`config.mk`:
```
export PLATFORM = sky130hd
export DESIGN_NAME = bitmap_index_set
export DESIGN_NICKNAME = d
export VERILOG_FILES = /design/src/rtl/bis_pkg.sv /design/src/rtl/bis_ram.sv /design/src/rtl/bis_scan.sv /design/src/rtl/bitmap_index_set.sv
export VERILOG_INCLUDE_DIRS = /design/src /design/src/rtl
export SDC_FILE = /design/constraint.sdc
export NUM_CORES = 2
export LEC_CHECK = 0
export BUFFER_PORTS_ARGS = -buffer_cell sky130_fd_sc_hd__clkbuf_2
export CAP_MARGIN = 20
export CORE_UTILIZATION = 25
export CTS_CLUSTER_SIZE = 28
export DETAILED_ROUTE_END_ITERATION = 8
export MAX_ROUTING_LAYER = met4
export PLACE_DENSITY = 0.36
export SYNTH_ARGS = -nofsm -noshare
export SYNTH_HDL_FRONTEND = slang
export SYNTH_SLANG_ARGS = --single-unit
```
`constraint.sdc`:
```
create_clock -name clk -period 12.5 [get_ports clk]
set_input_delay 1.875 -clock clk [delete_from_list [all_inputs] [get_ports clk]]
set_output_delay 1.875 -clock clk [all_outputs]
set_load 0.02 [all_outputs]
```
`src/rtl/bitmap_index_set_defines.svh`:
```
`ifndef BITMAP_INDEX_SET_DEFINES_SVH
`define BITMAP_INDEX_SET_DEFINES_SVH

// Same-cycle implication, sampled on clk and masked while rst_n is low.
`define BIS_ASSERT_SAME(label, ante, cons) \
    label: assert property (@(posedge clk) disable iff (!rst_n) (ante) |-> (cons)) \
        else $error("bitmap_index_set: same-cycle check failed");

// Next-cycle implication, sampled on clk and masked while rst_n is low.
`define BIS_ASSERT_NEXT(label, ante, cons) \
    label: assert property (@(posedge clk) disable iff (!rst_n) (ante) |=> (cons)) \
        else $error("bitmap_index_set: next-cycle check failed");

`endif

```
`src/rtl/bis_pkg.sv`:
```
`timescale 1ns / 1ps

package bis_pkg;

    // Universe and bitmap word layout
    localparam int UNIVERSE = 1024;
    localparam int WORD_W   = 64;
    localparam int BIT_W    = $clog2(WORD_W);
    localparam int WORDS    = (UNIVERSE + WORD_W - 1) / WORD_W;
    localparam int WADDR_W  = (WORDS > 1) ? $clog2(WORDS) : 1;

    // Field widths
    localparam int OP_W     = 3;
    localparam int IDX_W    = 10;
    localparam int POS_W    = 12;
    localparam int HI_W     = 11;
    localparam int CNT_W    = 11;
    localparam int S_DATA_W = 24;
    localparam int M_DATA_W = 48;

    typedef enum logic [OP_W-1:0] {
        OP_INSERT   = 3'd0,
        OP_REMOVE   = 3'd1,
        OP_CONTAINS = 3'd2,
        OP_NEXT     = 3'd3,
        OP_PREV     = 3'd4,
        OP_CLEAR    = 3'd5,
        OP_LOAD     = 3'd6
    } op_t;

    // Scan request from the controller to the word scanner
    typedef struct packed {
        logic             start;
        logic             up;
        logic [IDX_W-1:0] start_pos;
    } scan_cmd_t;

    // Scan answer: nearest member found in the current word
    typedef struct packed {
        logic             found;
        logic [IDX_W-1:0] pos;
    } scan_res_t;

    // Bitmap word that holds an index
    function automatic logic [WADDR_W-1:0] word_of(input logic [IDX_W-1:0] i);
        return WADDR_W'(i >> BIT_W);
    endfunction

endpackage

```
`src/rtl/bis_ram.sv`:
```
`timescale 1ns / 1ps

module bis_ram #(
    parameter int WIDTH = 64,
    parameter int DEPTH = 16
) (
    input  logic                                   clk,
    input  logic                                   we,
    input  logic [((DEPTH > 1) ? $clog2(DEPTH) : 1)-1:0] waddr,
    input  logic [WIDTH-1:0]                       wdata,
    input  logic [((DEPTH > 1) ? $clog2(DEPTH) : 1)-1:0] raddr,
    output logic [WIDTH-1:0]                       rdata
);

    logic [WIDTH-1:0] mem [DEPTH];

    // Write port, registered read port returning the old word on a collision
    always_ff @(posedge clk)
    begin
        if (we)
        begin
            mem[waddr] <= wdata;
        end
        rdata <= mem[raddr];
    end

endmodule

```
`src/rtl/bis_scan.sv`:
```
`timescale 1ns / 1ps
`include "bitmap_index_set_defines.svh"

module bis_scan import bis_pkg::*; (
    input  logic               clk,
    input  logic               rst_n,
    input  scan_cmd_t          cmd,
    input  logic [WORD_W-1:0]  rdata,
    output logic [WADDR_W-1:0] raddr,
    output scan_res_t          res
);

    logic               active_reg;
    logic               up_reg;
    logic               first_reg;
    logic [BIT_W-1:0]   bit_reg;
    logic [WADDR_W-1:0] next_addr_reg;
    logic [WADDR_W-1:0] eval_addr_reg;

    logic [WORD_W-1:0]  first_mask;
    logic [WORD_W-1:0]  masked;
    logic [BIT_W-1:0]   enc;
    logic               found;

    // Lowest set bit by halving search
    function automatic logic [BIT_W-1:0] low_bit(input logic [WORD_W-1:0] w);
        logic [WORD_W-1:0] v;
        logic [BIT_W-1:0]  p;
        v = w;
        p = '0;
        for (int s = BIT_W - 1; s >= 0; s--)
        begin
            if ((v & ((WORD_W'(1) << (1 << s)) - WORD_W'(1))) == '0)
            begin
                p[s] = 1'b1;
                v    = v >> (1 << s);
            end
        end
        return p;
    endfunction

    // Highest set bit by halving search
    function automatic logic [BIT_W-1:0] high_bit(input logic [WORD_W-1:0] w);
        logic [WORD_W-1:0] v;
        logic [BIT_W-1:0]  p;
        v = w;
        p = '0;
        for (int s = BIT_W - 1; s >= 0; s--)
        begin
            if ((v >> (1 << s)) != '0)
            begin
                p[s] = 1'b1;
                v    = v >> (1 << s);
            end
        end
        return p;
    endfunction

    // Advance one word in the scan direction, holding at the ends
    function automatic logic [WADDR_W-1:0] step(input logic [WADDR_W-1:0] a, input logic up);
        logic [WADDR_W-1:0] n;
        n = a;
        if (up)
        begin
            if (a != WADDR_W'(WORDS - 1))
            begin
                n = a + WADDR_W'(1);
            end
        end
        else
        begin
            if (a != '0)
            begin
                n = a - WADDR_W'(1);
            end
        end
        return n;
    endfunction

    // Mask off the bits behind the start point in the first word
    always_comb
    begin
        if (up_reg)
        begin
            first_mask = {WORD_W{1'b1}} << bit_reg;
        end
        else
        begin
            first_mask = {WORD_W{1'b1}} >> (BIT_W'(WORD_W - 1) - bit_reg);
        end
        masked = first_reg ? (rdata & first_mask) : rdata;
        found  = active_reg && (masked != '0);
        enc    = up_reg ? low_bit(masked) : high_bit(masked);
    end

    assign res.found = found;
    assign res.pos   = IDX_W'({eval_addr_reg, enc});
    assign raddr     = cmd.start ? word_of(cmd.start_pos) : next_addr_reg;

    // Walk the words one read a cycle until a member turns up
    always_ff @(posedge clk or negedge rst_n)
    begin
        if (!rst_n)
        begin
            active_reg    <= 1'b0;
            up_reg        <= 1'b0;
            first_reg     <= 1'b0;
            bit_reg       <= '0;
            next_addr_reg <= '0;
            eval_addr_reg <= '0;
        end
        else if (cmd.start)
        begin
            active_reg    <= 1'b1;
            up_reg        <= cmd.up;
            first_reg     <= 1'b1;
            bit_reg       <= cmd.start_pos[BIT_W-1:0];
            eval_addr_reg <= word_of(cmd.start_pos);
            next_addr_reg <= step(word_of(cmd.start_pos), cmd.up);
        end
        else if (active_reg)
        begin
            if (found)
            begin
                active_reg <= 1'b0;
            end
            first_reg     <= 1'b0;
            eval_addr_reg <= next_addr_reg;
            next_addr_reg <= step(next_addr_reg, up_reg);
        end
    end

    `BIS_ASSERT_SAME(a_found_only_active, res.found, active_reg)
    `BIS_ASSERT_NEXT(a_start_activates, cmd.start, active_reg)
    `BIS_ASSERT_SAME(a_eval_in_range, active_reg, 32'(eval_addr_reg) < WORDS)

endmodule

```
`src/rtl/bitmap_index_set.sv`:
```
`timescale 1ns / 1ps
`include "bitmap_index_set_defines.svh"

// Set of indices over 0..1023 kept as a bitmap in a 16 x 64-bit RAM, with the
// lowest member, highest member and member count in registers. One request is
// taken at a time; each returns one result. Insert, remove of an inner member,
// contains, clear and unused codes pass through a read state and a done state
// before the next request. Next, prev and removal of an extreme may walk the
// bitmap one RAM word a cycle from the index towards the nearest member, reading
// 1 to 16 words. An interval load writes each covered word once (1 to 16 words).
// Reset and clear empty the bitmap at once through per-word valid flags; there
// is no clearing pass. The result register lets a new request in while the
// previous result waits.
module bitmap_index_set import bis_pkg::*; (
    input  logic                clk,
    input  logic                rst_n,
    input  logic                s_tvalid,
    output logic                s_tready,
    input  logic [S_DATA_W-1:0] s_tdata,  // index[9:0], index_high[19:10], zero
    input  logic [OP_W-1:0]     s_tuser,  // op[2:0]
    output logic                m_tvalid,
    input  logic                m_tready,
    output logic [M_DATA_W-1:0] m_tdata,  // is_member[0], position[12:1],
                                          // lowest[22:13], highest[33:23],
                                          // member_count[44:34], zero
    output logic                m_tuser   // range_error[0]
);

    localparam int M_PAD_W = M_DATA_W - (1 + POS_W + IDX_W + HI_W + CNT_W);

    typedef enum logic [2:0] {
        ST_IDLE,
        ST_READ,
        ST_SCAN,
        ST_LOAD,
        ST_DONE
    } state_t;

    state_t                   state_reg;
    op_t                      op_reg;
    logic [IDX_W-1:0]         idx_reg;
    logic [IDX_W-1:0]         ihi_reg;
    logic [IDX_W-1:0]         lo_reg;
    logic signed [HI_W-1:0]   hi_reg;
    logic [CNT_W-1:0]         pop_reg;
    logic [WORDS-1:0]         word_valid_reg;
    logic [WADDR_W-1:0]       raddr_q;
    logic [WADDR_W-1:0]       load_addr_reg;
    logic                     member_reg;
    logic signed [POS_W-1:0]  pos_reg;
    logic                     err_reg;

    logic                     m_tvalid_reg;
    logic                     out_member_reg;
    logic signed [POS_W-1:0]  out_pos_reg;
    logic [IDX_W-1:0]         out_lo_reg;
    logic signed [HI_W-1:0]   out_hi_reg;
    logic [CNT_W-1:0]         out_cnt_reg;
    logic                     out_err_reg;

    logic                     member_next;
    logic signed [POS_W-1:0]  pos_next;
    logic                     err_next;
    state_t                   state_next;

    logic [IDX_W-1:0]         idx_in;
    logic [IDX_W-1:0]         ihi_in;
    logic [WADDR_W-1:0]       raddr;
    logic [WADDR_W-1:0]       scan_raddr;
    logic [WORD_W-1:0]        ram_rdata;
    logic [WORD_W-1:0]        rdata_eff;
    logic [WORD_W-1:0]        bit_mask;
    logic [WORD_W-1:0]        load_mask;
    logic [BIT_W-1:0]         load_lo_b;
    logic [BIT_W-1:0]         load_hi_b;
    logic                     wr_en;
    logic [WADDR_W-1:0]       wr_addr;
    logic [WORD_W-1:0]        wr_data;
    logic                     in_univ;
    logic                     ihi_univ;
    logic                     cur_bit;
    logic                     idx_lt_lo;
    logic                     idx_le_lo;
    logic                     idx_lt_hi;
    logic                     idx_gt_hi;
    logic                     rm_at_hi;
    logic                     rm_at_lo;
    scan_cmd_t                scan_cmd;
    scan_res_t                scan_res;

    function automatic logic in_universe(input logic [IDX_W-1:0] i);
        return 32'(i) < UNIVERSE;
    endfunction

    assign idx_in   = s_tdata[IDX_W-1:0];
    assign ihi_in   = s_tdata[2*IDX_W-1:IDX_W];
    assign s_tready = (state_reg == ST_IDLE);

    // Read the index word on request, otherwise follow the scanner
    assign raddr     = (state_reg == ST_IDLE) ? word_of(idx_in) : scan_raddr;
    assign rdata_eff = word_valid_reg[raddr_q] ? ram_rdata : '0;

    // Compare the index against the stored extremes
    always_comb
    begin
        bit_mask  = WORD_W'(1) << idx_reg[BIT_W-1:0];
        in_univ   = in_universe(idx_reg);
        ihi_univ  = in_universe(ihi_reg);
        cur_bit   = in_univ && rdata_eff[idx_reg[BIT_W-1:0]];
        idx_lt_lo = idx_reg < lo_reg;
        idx_le_lo = idx_reg <= lo_reg;
        idx_lt_hi = idx_reg < hi_reg[IDX_W-1:0];
        idx_gt_hi = idx_reg > hi_reg[IDX_W-1:0];
        rm_at_hi  = (pop_reg != CNT_W'(1)) && (hi_reg[IDX_W-1:0] == idx_reg);
        rm_at_lo  = (pop_reg != CNT_W'(1)) && (lo_reg == idx_reg) && !rm_at_hi;
    end

    // Result fields and follow-on state decided in the read cycle
    always_comb
    begin
        member_next = cur_bit;
        pos_next    = POS_W'(idx_reg);
        err_next    = 1'b0;
        state_next  = ST_DONE;
        case (op_reg)
            OP_INSERT:
            begin
                if (!in_univ)
                begin
                    err_next = 1'b1;
                end
                else
                begin
                    member_next = 1'b1;
                end
            end
            OP_REMOVE:
            begin
                if (cur_bit)
                begin
                    member_next = 1'b0;
                    if (rm_at_hi || rm_at_lo)
                    begin
                        state_next = ST_SCAN;
                    end
                end
            end
            OP_NEXT:
            begin
                if ((pop_reg == '0) || !idx_lt_hi)
                begin
                    pos_next = POS_W'(idx_reg) + POS_W'(1);
                end
                else if (idx_lt_lo)
                begin
                    pos_next = POS_W'(lo_reg);
                end
                else
                begin
                    state_next = ST_SCAN;
                end
            end
            OP_PREV:
            begin
                if (pop_reg == '0)
                begin
                    pos_next = POS_W'(idx_reg) - POS_W'(1);
                end
                else if (idx_gt_hi)
                begin
                    pos_next = POS_W'(hi_reg);
                end
                else if (idx_le_lo)
                begin
                    pos_next = POS_W'(idx_reg) - POS_W'(1);
                end
                else
                begin
                    state_next = ST_SCAN;
                end
            end
            OP_CLEAR:
            begin
                member_next = 1'b0;
            end
            OP_LOAD:
            begin
                if (!in_univ || !ihi_univ)
                begin
                    err_next = 1'b1;
                end
                else if (ihi_reg >= idx_reg)
                begin
                    member_next = 1'b1;
                    state_next  = ST_LOAD;
                end
                else
                begin
                    member_next = 1'b0;
                end
            end
            default:
            begin
            end
        endcase
    end

    // Interval bits that fall in the word being loaded
    always_comb
    begin
        load_lo_b = (load_addr_reg == word_of(idx_reg)) ? idx_reg[BIT_W-1:0] : '0;
        load_hi_b = (load_addr_reg == word_of(ihi_reg)) ? ihi_reg[BIT_W-1:0]
                                                        : BIT_W'(WORD_W - 1);
        load_mask = ({WORD_W{1'b1}} << load_lo_b)
                  & ({WORD_W{1'b1}} >> (BIT_W'(WORD_W - 1) - load_hi_b));
    end

    // RAM write-back and scan start
    always_comb
    begin
        wr_en              = 1'b0;
        wr_addr            = word_of(idx_reg);
        wr_data            = rdata_eff | bit_mask;
        scan_cmd.start     = 1'b0;
        scan_cmd.up        = 1'b1;
        scan_cmd.start_pos = idx_reg + IDX_W'(1);
        case (state_reg)
            ST_READ:
            begin
                case (op_reg)
                    OP_INSERT:
                    begin
                        wr_en = in_univ;
                    end
                    OP_REMOVE:
                    begin
                        wr_en   = cur_bit;
                        wr_data = rdata_eff & ~bit_mask;
                        if (cur_bit && rm_at_hi)
                        begin
                            scan_cmd.start     = 1'b1;
                            scan_cmd.up        = 1'b0;
                            scan_cmd.start_pos = idx_reg - IDX_W'(1);
                        end
                        else if (cur_bit && rm_at_lo)
                        begin
                            scan_cmd.start = 1'b1;
                        end
                    end
                    OP_NEXT:
                    begin
                        scan_cmd.start = (pop_reg != '0) && idx_lt_hi && !idx_lt_lo;
                    end
                    OP_PREV:
                    begin
                        scan_cmd.start     = (pop_reg != '0) && !idx_gt_hi && !idx_le_lo;
                        scan_cmd.up        = 1'b0;
                        scan_cmd.start_pos = idx_reg - IDX_W'(1);
                    end
                    default:
                    begin
                    end
                endcase
            end
            ST_LOAD:
            begin
                wr_en   = 1'b1;
                wr_addr = load_addr_reg;
                wr_data = load_mask;
            end
            default:
            begin
            end
        endcase
    end

    bis_ram #(
        .WIDTH (WORD_W),
        .DEPTH (WORDS)
    ) u_ram (
        .clk   (clk),
        .we    (wr_en),
        .waddr (wr_addr),
        .wdata (wr_data),
        .raddr (raddr),
        .rdata (ram_rdata)
    );

    bis_scan u_scan (
        .clk   (clk),
        .rst_n (rst_n),
        .cmd   (scan_cmd),
        .rdata (rdata_eff),
        .raddr (scan_raddr),
        .res   (scan_res)
    );

    // Sequencer, set summary and result register
    always_ff @(posedge clk or negedge rst_n)
    begin
        if (!rst_n)
        begin
            state_reg      <= ST_IDLE;
            op_reg         <= OP_CONTAINS;
            idx_reg        <= '0;
            ihi_reg        <= '0;
            lo_reg         <= '0;
            hi_reg         <= '1;
            pop_reg        <= '0;
            word_valid_reg <= '0;
            raddr_q        <= '0;
            load_addr_reg  <= '0;
            member_reg     <= 1'b0;
            pos_reg        <= '0;
            err_reg        <= 1'b0;
            m_tvalid_reg   <= 1'b0;
            out_member_reg <= 1'b0;
            out_pos_reg    <= '0;
            out_lo_reg     <= '0;
            out_hi_reg     <= '0;
            out_cnt_reg    <= '0;
            out_err_reg    <= 1'b0;
        end
        else
        begin
            raddr_q <= raddr;
            // Drop the result once taken, unless a new one is loaded now
            if (m_tvalid_reg && m_tready && (state_reg != ST_DONE))
            begin
                m_tvalid_reg <= 1'b0;
            end
            case (state_reg)
                ST_IDLE:
                begin
                    if (s_tvalid)
                    begin
                        op_reg    <= op_t'(s_tuser);
                        idx_reg   <= idx_in;
                        ihi_reg   <= ihi_in;
                        state_reg <= ST_READ;
                    end
                end
                ST_READ:
                begin
                    member_reg <= member_next;
                    pos_reg    <= pos_next;
                    err_reg    <= err_next;
                    state_reg  <= state_next;
                    case (op_reg)
                        OP_INSERT:
                        begin
                            if (in_univ)
                            begin
                                word_valid_reg[raddr_q]   <= 1'b1;
                                if (pop_reg == '0)
                                begin
                                    lo_reg  <= idx_reg;
                                    hi_reg  <= HI_W'(idx_reg);
                                    pop_reg <= CNT_W'(1);
                                end
                                else
                                begin
                                    if (idx_gt_hi)
                                    begin
                                        hi_reg <= HI_W'(idx_reg);
                                    end
                                    if (idx_lt_lo)
                                    begin
                                        lo_reg <= idx_reg;
                                    end
                                    if (!cur_bit)
                                    begin
                                        pop_reg <= pop_reg + CNT_W'(1);
                                    end
                                end
                            end
                        end
                        OP_REMOVE:
                        begin
                            if (cur_bit)
                            begin
                                if (pop_reg == CNT_W'(1))
                                begin
                                    lo_reg  <= '0;
                                    hi_reg  <= '1;
                                    pop_reg <= '0;
                                end
                                else if (!rm_at_hi && !rm_at_lo)
                                begin
                                    pop_reg <= pop_reg - CNT_W'(1);
                                end
                            end
                        end
                        OP_CLEAR:
                        begin
                            word_valid_reg <= '0;
                            lo_reg         <= '0;
                            hi_reg         <= '1;
                            pop_reg        <= '0;
                        end
                        OP_LOAD:
                        begin
                            if (in_univ && ihi_univ)
                            begin
                                word_valid_reg <= '0;
                                if (ihi_reg >= idx_reg)
                                begin
                                    lo_reg        <= idx_reg;
                                    hi_reg        <= HI_W'(ihi_reg);
                                    pop_reg       <= CNT_W'(ihi_reg) - CNT_W'(idx_reg)
                                                   + CNT_W'(1);
                                    load_addr_reg <= word_of(idx_reg);
                                end
                                else
                                begin
                                    lo_reg  <= '0;
                                    hi_reg  <= '1;
                                    pop_reg <= '0;
                                end
                            end
                        end
                        default:
                        begin
                        end
                    endcase
                end
                ST_SCAN:
                begin
                    if (scan_res.found)
                    begin
                        if (op_reg == OP_REMOVE)
                        begin
                            if (rm_at_hi)
                            begin
                                hi_reg <= HI_W'(scan_res.pos);
                            end
                            else
                            begin
                                lo_reg <= scan_res.pos;
                            end
                            pop_reg <= pop_reg - CNT_W'(1);
                        end
                        else
                        begin
                            pos_reg <= POS_W'(scan_res.pos);
                        end
                        state_reg <= ST_DONE;
                    end
                end
                ST_LOAD:
                begin
                    word_valid_reg[load_addr_reg] <= 1'b1;
                    if (load_addr_reg == word_of(ihi_reg))
                    begin
                        state_reg <= ST_DONE;
                    end
                    else
                    begin
                        load_addr_reg <= load_addr_reg + WADDR_W'(1);
                    end
                end
                ST_DONE:
                begin
                    if (!m_tvalid_reg || m_tready)
                    begin
                        out_member_reg <= member_reg;
                        out_pos_reg    <= pos_reg;
                        out_lo_reg     <= lo_reg;
                        out_hi_reg     <= hi_reg;
                        out_cnt_reg    <= pop_reg;
                        out_err_reg    <= err_reg;
                        m_tvalid_reg   <= 1'b1;
                        state_reg      <= ST_IDLE;
                    end
                end
                default:
                begin
                    state_reg <= ST_IDLE;
                end
            endcase
        end
    end

    assign m_tvalid = m_tvalid_reg;
    assign m_tuser  = out_err_reg;
    assign m_tdata  = {{M_PAD_W{1'b0}}, out_cnt_reg, out_hi_reg, out_lo_reg,
                       out_pos_reg, out_member_reg};

    `BIS_ASSERT_SAME(a_empty_extremes, pop_reg == '0, (hi_reg == '1) && (lo_reg == '0))
    `BIS_ASSERT_SAME(a_extremes_order, pop_reg != '0, !hi_reg[HI_W-1] && (lo_reg <= hi_reg[IDX_W-1:0]))
    `BIS_ASSERT_SAME(a_no_write_in_scan, state_reg == ST_SCAN, !wr_en)

endmodule
```
---- After elaboration in Yosys (flattened, before gate mapping) ----
Memories as Yosys holds them, arrays and structs flattened. A register that Yosys moved wholly into a read port is not among the register bits.
Index checks and enable logic that the tools add are counted.
word-level totals
  register bits after elaboration ......... 158
  RAM bits ................................ 1024
  bits of input ports ..................... 31
  output and inout port bits .............. 51
  word-level logic and storage cells ...... 290
  memories kept ........................... 1
cells by class
  add/subtract/negate cells ............... 15
  order comparisons ....................... 10
  eq/ne operators ......................... 38
  shift-type cells ........................ 5
  multiplexer cells ....................... 130
  bitwise logic cells ..................... 7
  reductions and logical operators ........ 60
memories
  name       depth  width  read ports  clocked after Yosys merged registers in  wr ports  RTL line       RTL
  u_ram.mem  16     64     1           1                                        1         bis_ram.sv:15  logic [WIDTH-1:0] mem [DEPTH];
operators with widths
  kind                     count
  $mux W64                 9
  $reduce_bool A64 Y1      7
  $logic_not A64 Y1        6
  $mux W11                 18
  $and A64 B64 Y64         3
  $pmux W64 S2             1
  $shl A64 B6 Y64 const A  2
  $shr A64 B6 Y64 const A  2
  $mux W10                 9
  $pmux W11 S4             2
  $mux W12                 6
  $pmux W11 S2             3
  $mux W4                  16
  $not A64 Y64             1
  $or A64 B64 Y64          1
  $pmux W16 S2             2
  $shl A1 B6 Y64 const A   1
  $pmux W12 S2             2
  $pmux W10 S4             1
  $mux W3                  13
  $or A16 B16 Y16          2
  $mux W31                 1
  $mux W1                  30
  $ne A4 B4 Y1 const B     6
  other kinds (56)         121

---- Depth between registers and ports, before layout ----
  depth after elaboration ................. 22
  gate-level depth with buffers ........... 20
  depth with buffers taken out ............ 17

---- Cells and area by module ----
From an unflattened synthesis, not the netlist that was laid out.
unflattened totals
  cell total of the unflattened synthesis .. 3919
  area, all modules ....................... 57358.8 µm²
by module, submodules not included
  module            instances  cells each  area each (µm²)  seq. area each (µm²)
  bis_ram           1          1647        39583.0          32030.7
  bitmap_index_set  1          1649        13061.3          3543.4
  bis_scan          1          623         4714.5           425.4

---- Worst setup path after synthesis ----
Ideal clock, no wire load.
  path type ............................... register to register
  from .................................... register idx_reg[1]
  to ...................................... memory u_ram.mem[13][0], enable pin
  setup time .............................. 487 ps
  arrival time ............................ 5121 ps
  data required time ...................... 12013 ps
  slack ................................... 6893 ps
  cell stages (with the launch flop) ...... 12
  buffers on the path ..................... 1
  clock period less this slack ............ 5607 ps
  path through ............................ dfrtp_1 -> buf_1 -> mux4_2 -> mux2i_1 -> a21oi_1 -> o21ai_0 -> a2111oi_0 -> nor2_1 -> nand2_1 -> a21oi_1 -> or2_2 -> nor2_1
on the way
  word-level cells in the longest chain between the ends .. 6
RTL lines
  item                           RTL line                 RTL
  from (decl)                    bitmap_index_set.sv:41   logic [IDX_W-1:0] idx_reg;
  from (signal assigned)         bitmap_index_set.sv:338  idx_reg <= idx_in;
  $bmux W1 S6                    bitmap_index_set.sv:109  cur_bit = in_univ && rdata_eff[idx_reg[BIT_W-1:0]];
  $mux W1 (not written as such)  bitmap_index_set.sv:109
  $pmux W1 S2                    bitmap_index_set.sv:230  case (op_reg)
  $pmux W1 S2                    bitmap_index_set.sv:227  case (state_reg)
  $mux W1                        bis_ram.sv:20            if (we)
  $mux W1 (not written as such)  bis_ram.sv:22            mem[waddr] <= wdata;
  to (decl)                      bis_ram.sv:15
Every way passes these cells. The select of a mux whose other input is x is not followed.

---- Worst setup path in the final report ----
  from .................................... register raddr_q[2]
  to ...................................... register u_ram.rdata[46] (read register of u_ram.mem)
on the way
  word-level cells in the longest chain between the ends .. 12
  elaborated cells on any way between the ends .. 15
  classes of those cells .................. mux: 13; reduce/logical: 2
RTL lines
  item                               RTL line                 RTL
  from (decl)                        bitmap_index_set.sv:47   logic [WADDR_W-1:0] raddr_q;
  from (signal assigned)             bitmap_index_set.sv:326  raddr_q <= raddr;
  $bmux W1 S4 (*)                    bitmap_index_set.sv:101  assign rdata_eff = word_valid_reg[raddr_q] ? ram_rdata : '0;
  $mux W1 (not written as such) (*)  bitmap_index_set.sv:101
  $mux W64 (*)                       bitmap_index_set.sv:101
  $bmux W1 S6 (*)                    bitmap_index_set.sv:109
  $mux W1 (not written as such) (*)  bitmap_index_set.sv:109
  $logic_and A1 B1 Y1                bitmap_index_set.sv:245  else if (cur_bit && rm_at_lo)
  $mux W1                            bitmap_index_set.sv:245
  $mux W1                            bitmap_index_set.sv:239  if (cur_bit && rm_at_hi)
  $pmux W1 S3                        bitmap_index_set.sv:230
  $mux W12 (*)                       bitmap_index_set.sv:227
  $mux W4 (*)                        bis_scan.sv:98           assign raddr = cmd.start ? word_of(cmd.start_pos) : next_addr_reg;
  $mux W4 (*)                        bitmap_index_set.sv:100  assign raddr = (state_reg == ST_IDLE) ? word_of(idx_in) : scan_raddr;
  to (decl)                          bis_ram.sv:12            output logic [WIDTH-1:0] rdata
Mark *: on every way between the ends. The rest lies on a longest branch, timed or not. The select of a mux whose other input is x is not followed.
A chain may end at the register's enable or synchronous reset.

==> results.sh <==
export IMPL_reg2reg_to="u_ram.rdata[46]"
export IMPL_ant_nets=0
export IMPL_clockRootBuffer="clkbuf_16"
export IMPL_portBuffers=73
export IMPL_globalplace_congestion=0.963
export IMPL_whs_path_depth=2
export IMPL_slew_violations=0
export IMPL_drtIter0Drc=4687
export IMPL_post_cts_resized=0
export IMPL_critPathArrivalTime_ns=8.29
export IMPL_grt_use_total_pct=21.3
export IMPL_synth_top_area_share_pct=48.0
export IMPL_yosys_cell_count_top_type="edfxtp_1"
export IMPL_cts_tree="done"
export IMPL_synth_yosys_warnings=0
export IMPL_worst_pin_slew_ns=1.10
export IMPL_largest_reg_flops=1024
export IMPL_worst_setup_path_start_kind="flip-flop"
export IMPL_finalCritPeriodShare_pct=61.3
export IMPL_worstPathRequired_ns=13.13
export IMPL_viasPerCell=5.76
export IMPL_pin_count=82
export IMPL_vias=50600
export IMPL_setup_violations=0
export IMPL_finalHoldViolations=0
export IMPL_p_per_area_mw_per_mm2=303
export IMPL_leakagePower_nw=24.1
export IMPL_peakVddDrop_mv=0.216
export IMPL_synth_cell_type_count=101
export IMPL_drc=0
export IMPL_initial_core_util_pct=25.2
export IMPL_cp_slowest_cell="or4_1"
export IMPL_ys_top_cells_by_area="edfxtp_1 (48%), a22o_1 (7.0%), dfrtp_1 (5.7%)"
export IMPL_end_kind="flip-flop"
export IMPL_fp_dieArea_mm2=0.258
export IMPL_rows=185
export IMPL_reg2reg_from="raddr_q[2]"
export IMPL_yosys_register_bits=1246
export IMPL_synth_edff_count=1024
export IMPL_area_growth_pct=14.9
export IMPL_ys_seq_area_share_pct=56.2
export IMPL_nets=5383
export IMPL_clockBufferDepth=3
export IMPL_grt_pass1_wl_um=387000
export IMPL_syn_inst=5405
export IMPL_syn_area_per_cell_um2=11.8
export IMPL_holdCritStartpoint="out_hi_reg[2]"
export IMPL_grt_antenna_before_repair=7
export IMPL_core_mm2=0.254
export IMPL_synthFlopType="edfxtp_1"
export IMPL_ys_top_cells_by_count="edfxtp_1 (1024), a22o_1 (514), clkbuf_1 (443)"
export IMPL_fin_setup_tns_ns=0
export IMPL_post_dp_hpwl_um=160000
export IMPL_clock_latency_ns=0.86
export IMPL_grt_setup_unrepaired="no"
export IMPL_ys_async_sr_fraction_pct=12.7
export IMPL_dr_pass1_iters=8
export IMPL_min_to="out_hi_reg[2]"
export IMPL_fmax_ghz=0.131
export IMPL_worstPathCellList="mux4_2, a22oi_2, nand2_4, a31oi_1, a2111oi_0, nor2_1, a211oi_1, a221oi_1, nor2_1, o21ai_0, nand2b_4, buf_12, a2111oi_0, or4_1"
export IMPL_path_delay_family="compound AO/OA/AOI/OAI gates"
export IMPL_wl_per_cell_um=31.2
export IMPL_critical_path_max_stage_delay_ns=0.74
export IMPL_wl_um=275000
export IMPL_crit_type="flip-flop to flip-flop"
export IMPL_finalClockSkew_ns=0.0939
export IMPL_cts_num_sinks=1246
export IMPL_period_needed_ns=7.66
export IMPL_synth_area_leader_cell="edfxtp_1"
export IMPL_max_slew_margin_pct=25.1
export IMPL_postCtsSetupBuffers=0
export IMPL_r2r_setup_slack_ns=4.84
export IMPL_dp_slack_ns=4.91
export IMPL_die_h_um=508
export IMPL_cts_reportedPaths_clkPinSlew_ns=0.06
export IMPL_htreeDepth=4
export IMPL_numCtsBuffers=157
export IMPL_crit_fanout=106
export IMPL_grt_max_degree=193
export IMPL_min_path_type="flip-flop to flip-flop"
export IMPL_worstRegToRegCells=14
export IMPL_drive_gt1_share_pct=12.1
export IMPL_maxCapViolCount=0
export IMPL_run_status="finished, final reports clean"
export IMPL_die_w_um=508
export IMPL_holdWs_ns=0.478
export IMPL_critPathBufInv=1
export IMPL_grt_pass1_vias=49100
export IMPL_cts_hold_buffers=0
export IMPL_worst_slack_ns=4.84
export IMPL_grt_overflow=0
export IMPL_synth_area_mm2=0.0640
export IMPL_post_route_util_pct=28.9
worst max path at each step:
stage	startpoint	to	slack, ns	cells after the start
detailed placement	raddr_q[2]	u_ram.rdata[46]	4.91	14
finish	raddr_q[2]	u_ram.rdata[46]	4.84	14
global route	raddr_q[2]	u_ram.rdata[46]	4.58	14
global placement	raddr_q[2]	u_ram.rdata[46]	4.88	14
floorplan	idx_reg[1]	u_ram.mem[13][0]	6.89	11
CTS	raddr_q[2]	u_ram.rdata[46]	4.87	14
final cells by class:
class	count	area, um2
diodes	5	12.5
inverters	71	277
clock inverters	72	890
multi-input cells	3561	26000
repair buffers	250	1920
fillers	25800	181000
clock buffers	222	4280
flip-flops and latches	1246	36000
well taps	3366	4210
logic make-up (layout without fill, tap and decap cells):
family	Yosys count	after routing	synth area share, %
AO/OA/AOI/OAI	2185	2185	26.7
flip-flops	1246	1246	56.2
AND/OR/NAND/NOR	1183	1183	9.58
buffers and inverters	601	615	3.81
multiplexers	85	85	1.83
adder cells (fa/ha/maj)	65	65	1.34
XOR/XNOR	39	39	0.545
other	1	9	0.00586
tightest hold or removal path: stages, from the launching register on:
cell and delay [ns]:
dfrtp_1 0.34, nand2_1 0.05, o21ai_0 0.06
per-layer routing:
metal  track usage, %  part of all wire, %  vias to the layer above
met5                -                    0                        -
met4             5.02                  2.2                        0
met3             2.91                  4.7                      317
met2             33.7                   47                     1533
met1             28.8                   46                    26600
li1                 -                    -                    22100
per-stage QoR:
step,area (um2),power [W],cells
floorplan,64000,0.0130,5408
global placement,68300,0.0178,8489
detailed placement,68400,0.0178,8491
CTS,73500,0.0225,8785
global route,73600,0.0235,8789
finish,73600,0.0223,8793
placed cells by master, fill, tap and decap left out, types with 107 or more instances in the layout:
cell type  instances
edfxtp_1        1024
a22o_1           514
a2111oi_0        392
a221oi_1         269
nand2_1          261
o21ai_0          222
nor2_1           221
a21oi_1          177
buf_4            158
clkbuf_16        157
and2_1           149
a211oi_1         149
dfrtp_1          145
and2_0           130
nand3_1          107
report_power, final:
| group | switching [W] | total, W | internal (W) |
|---|---|---|---|
| Sequential | 0.000757 | 0.00649 | 0.00573 |
| Combinational | 0.00788 | 0.0113 | 0.00343 |
| Clock | 0.00194 | 0.00453 | 0.00259 |
(Power assumes the default switching activity.)
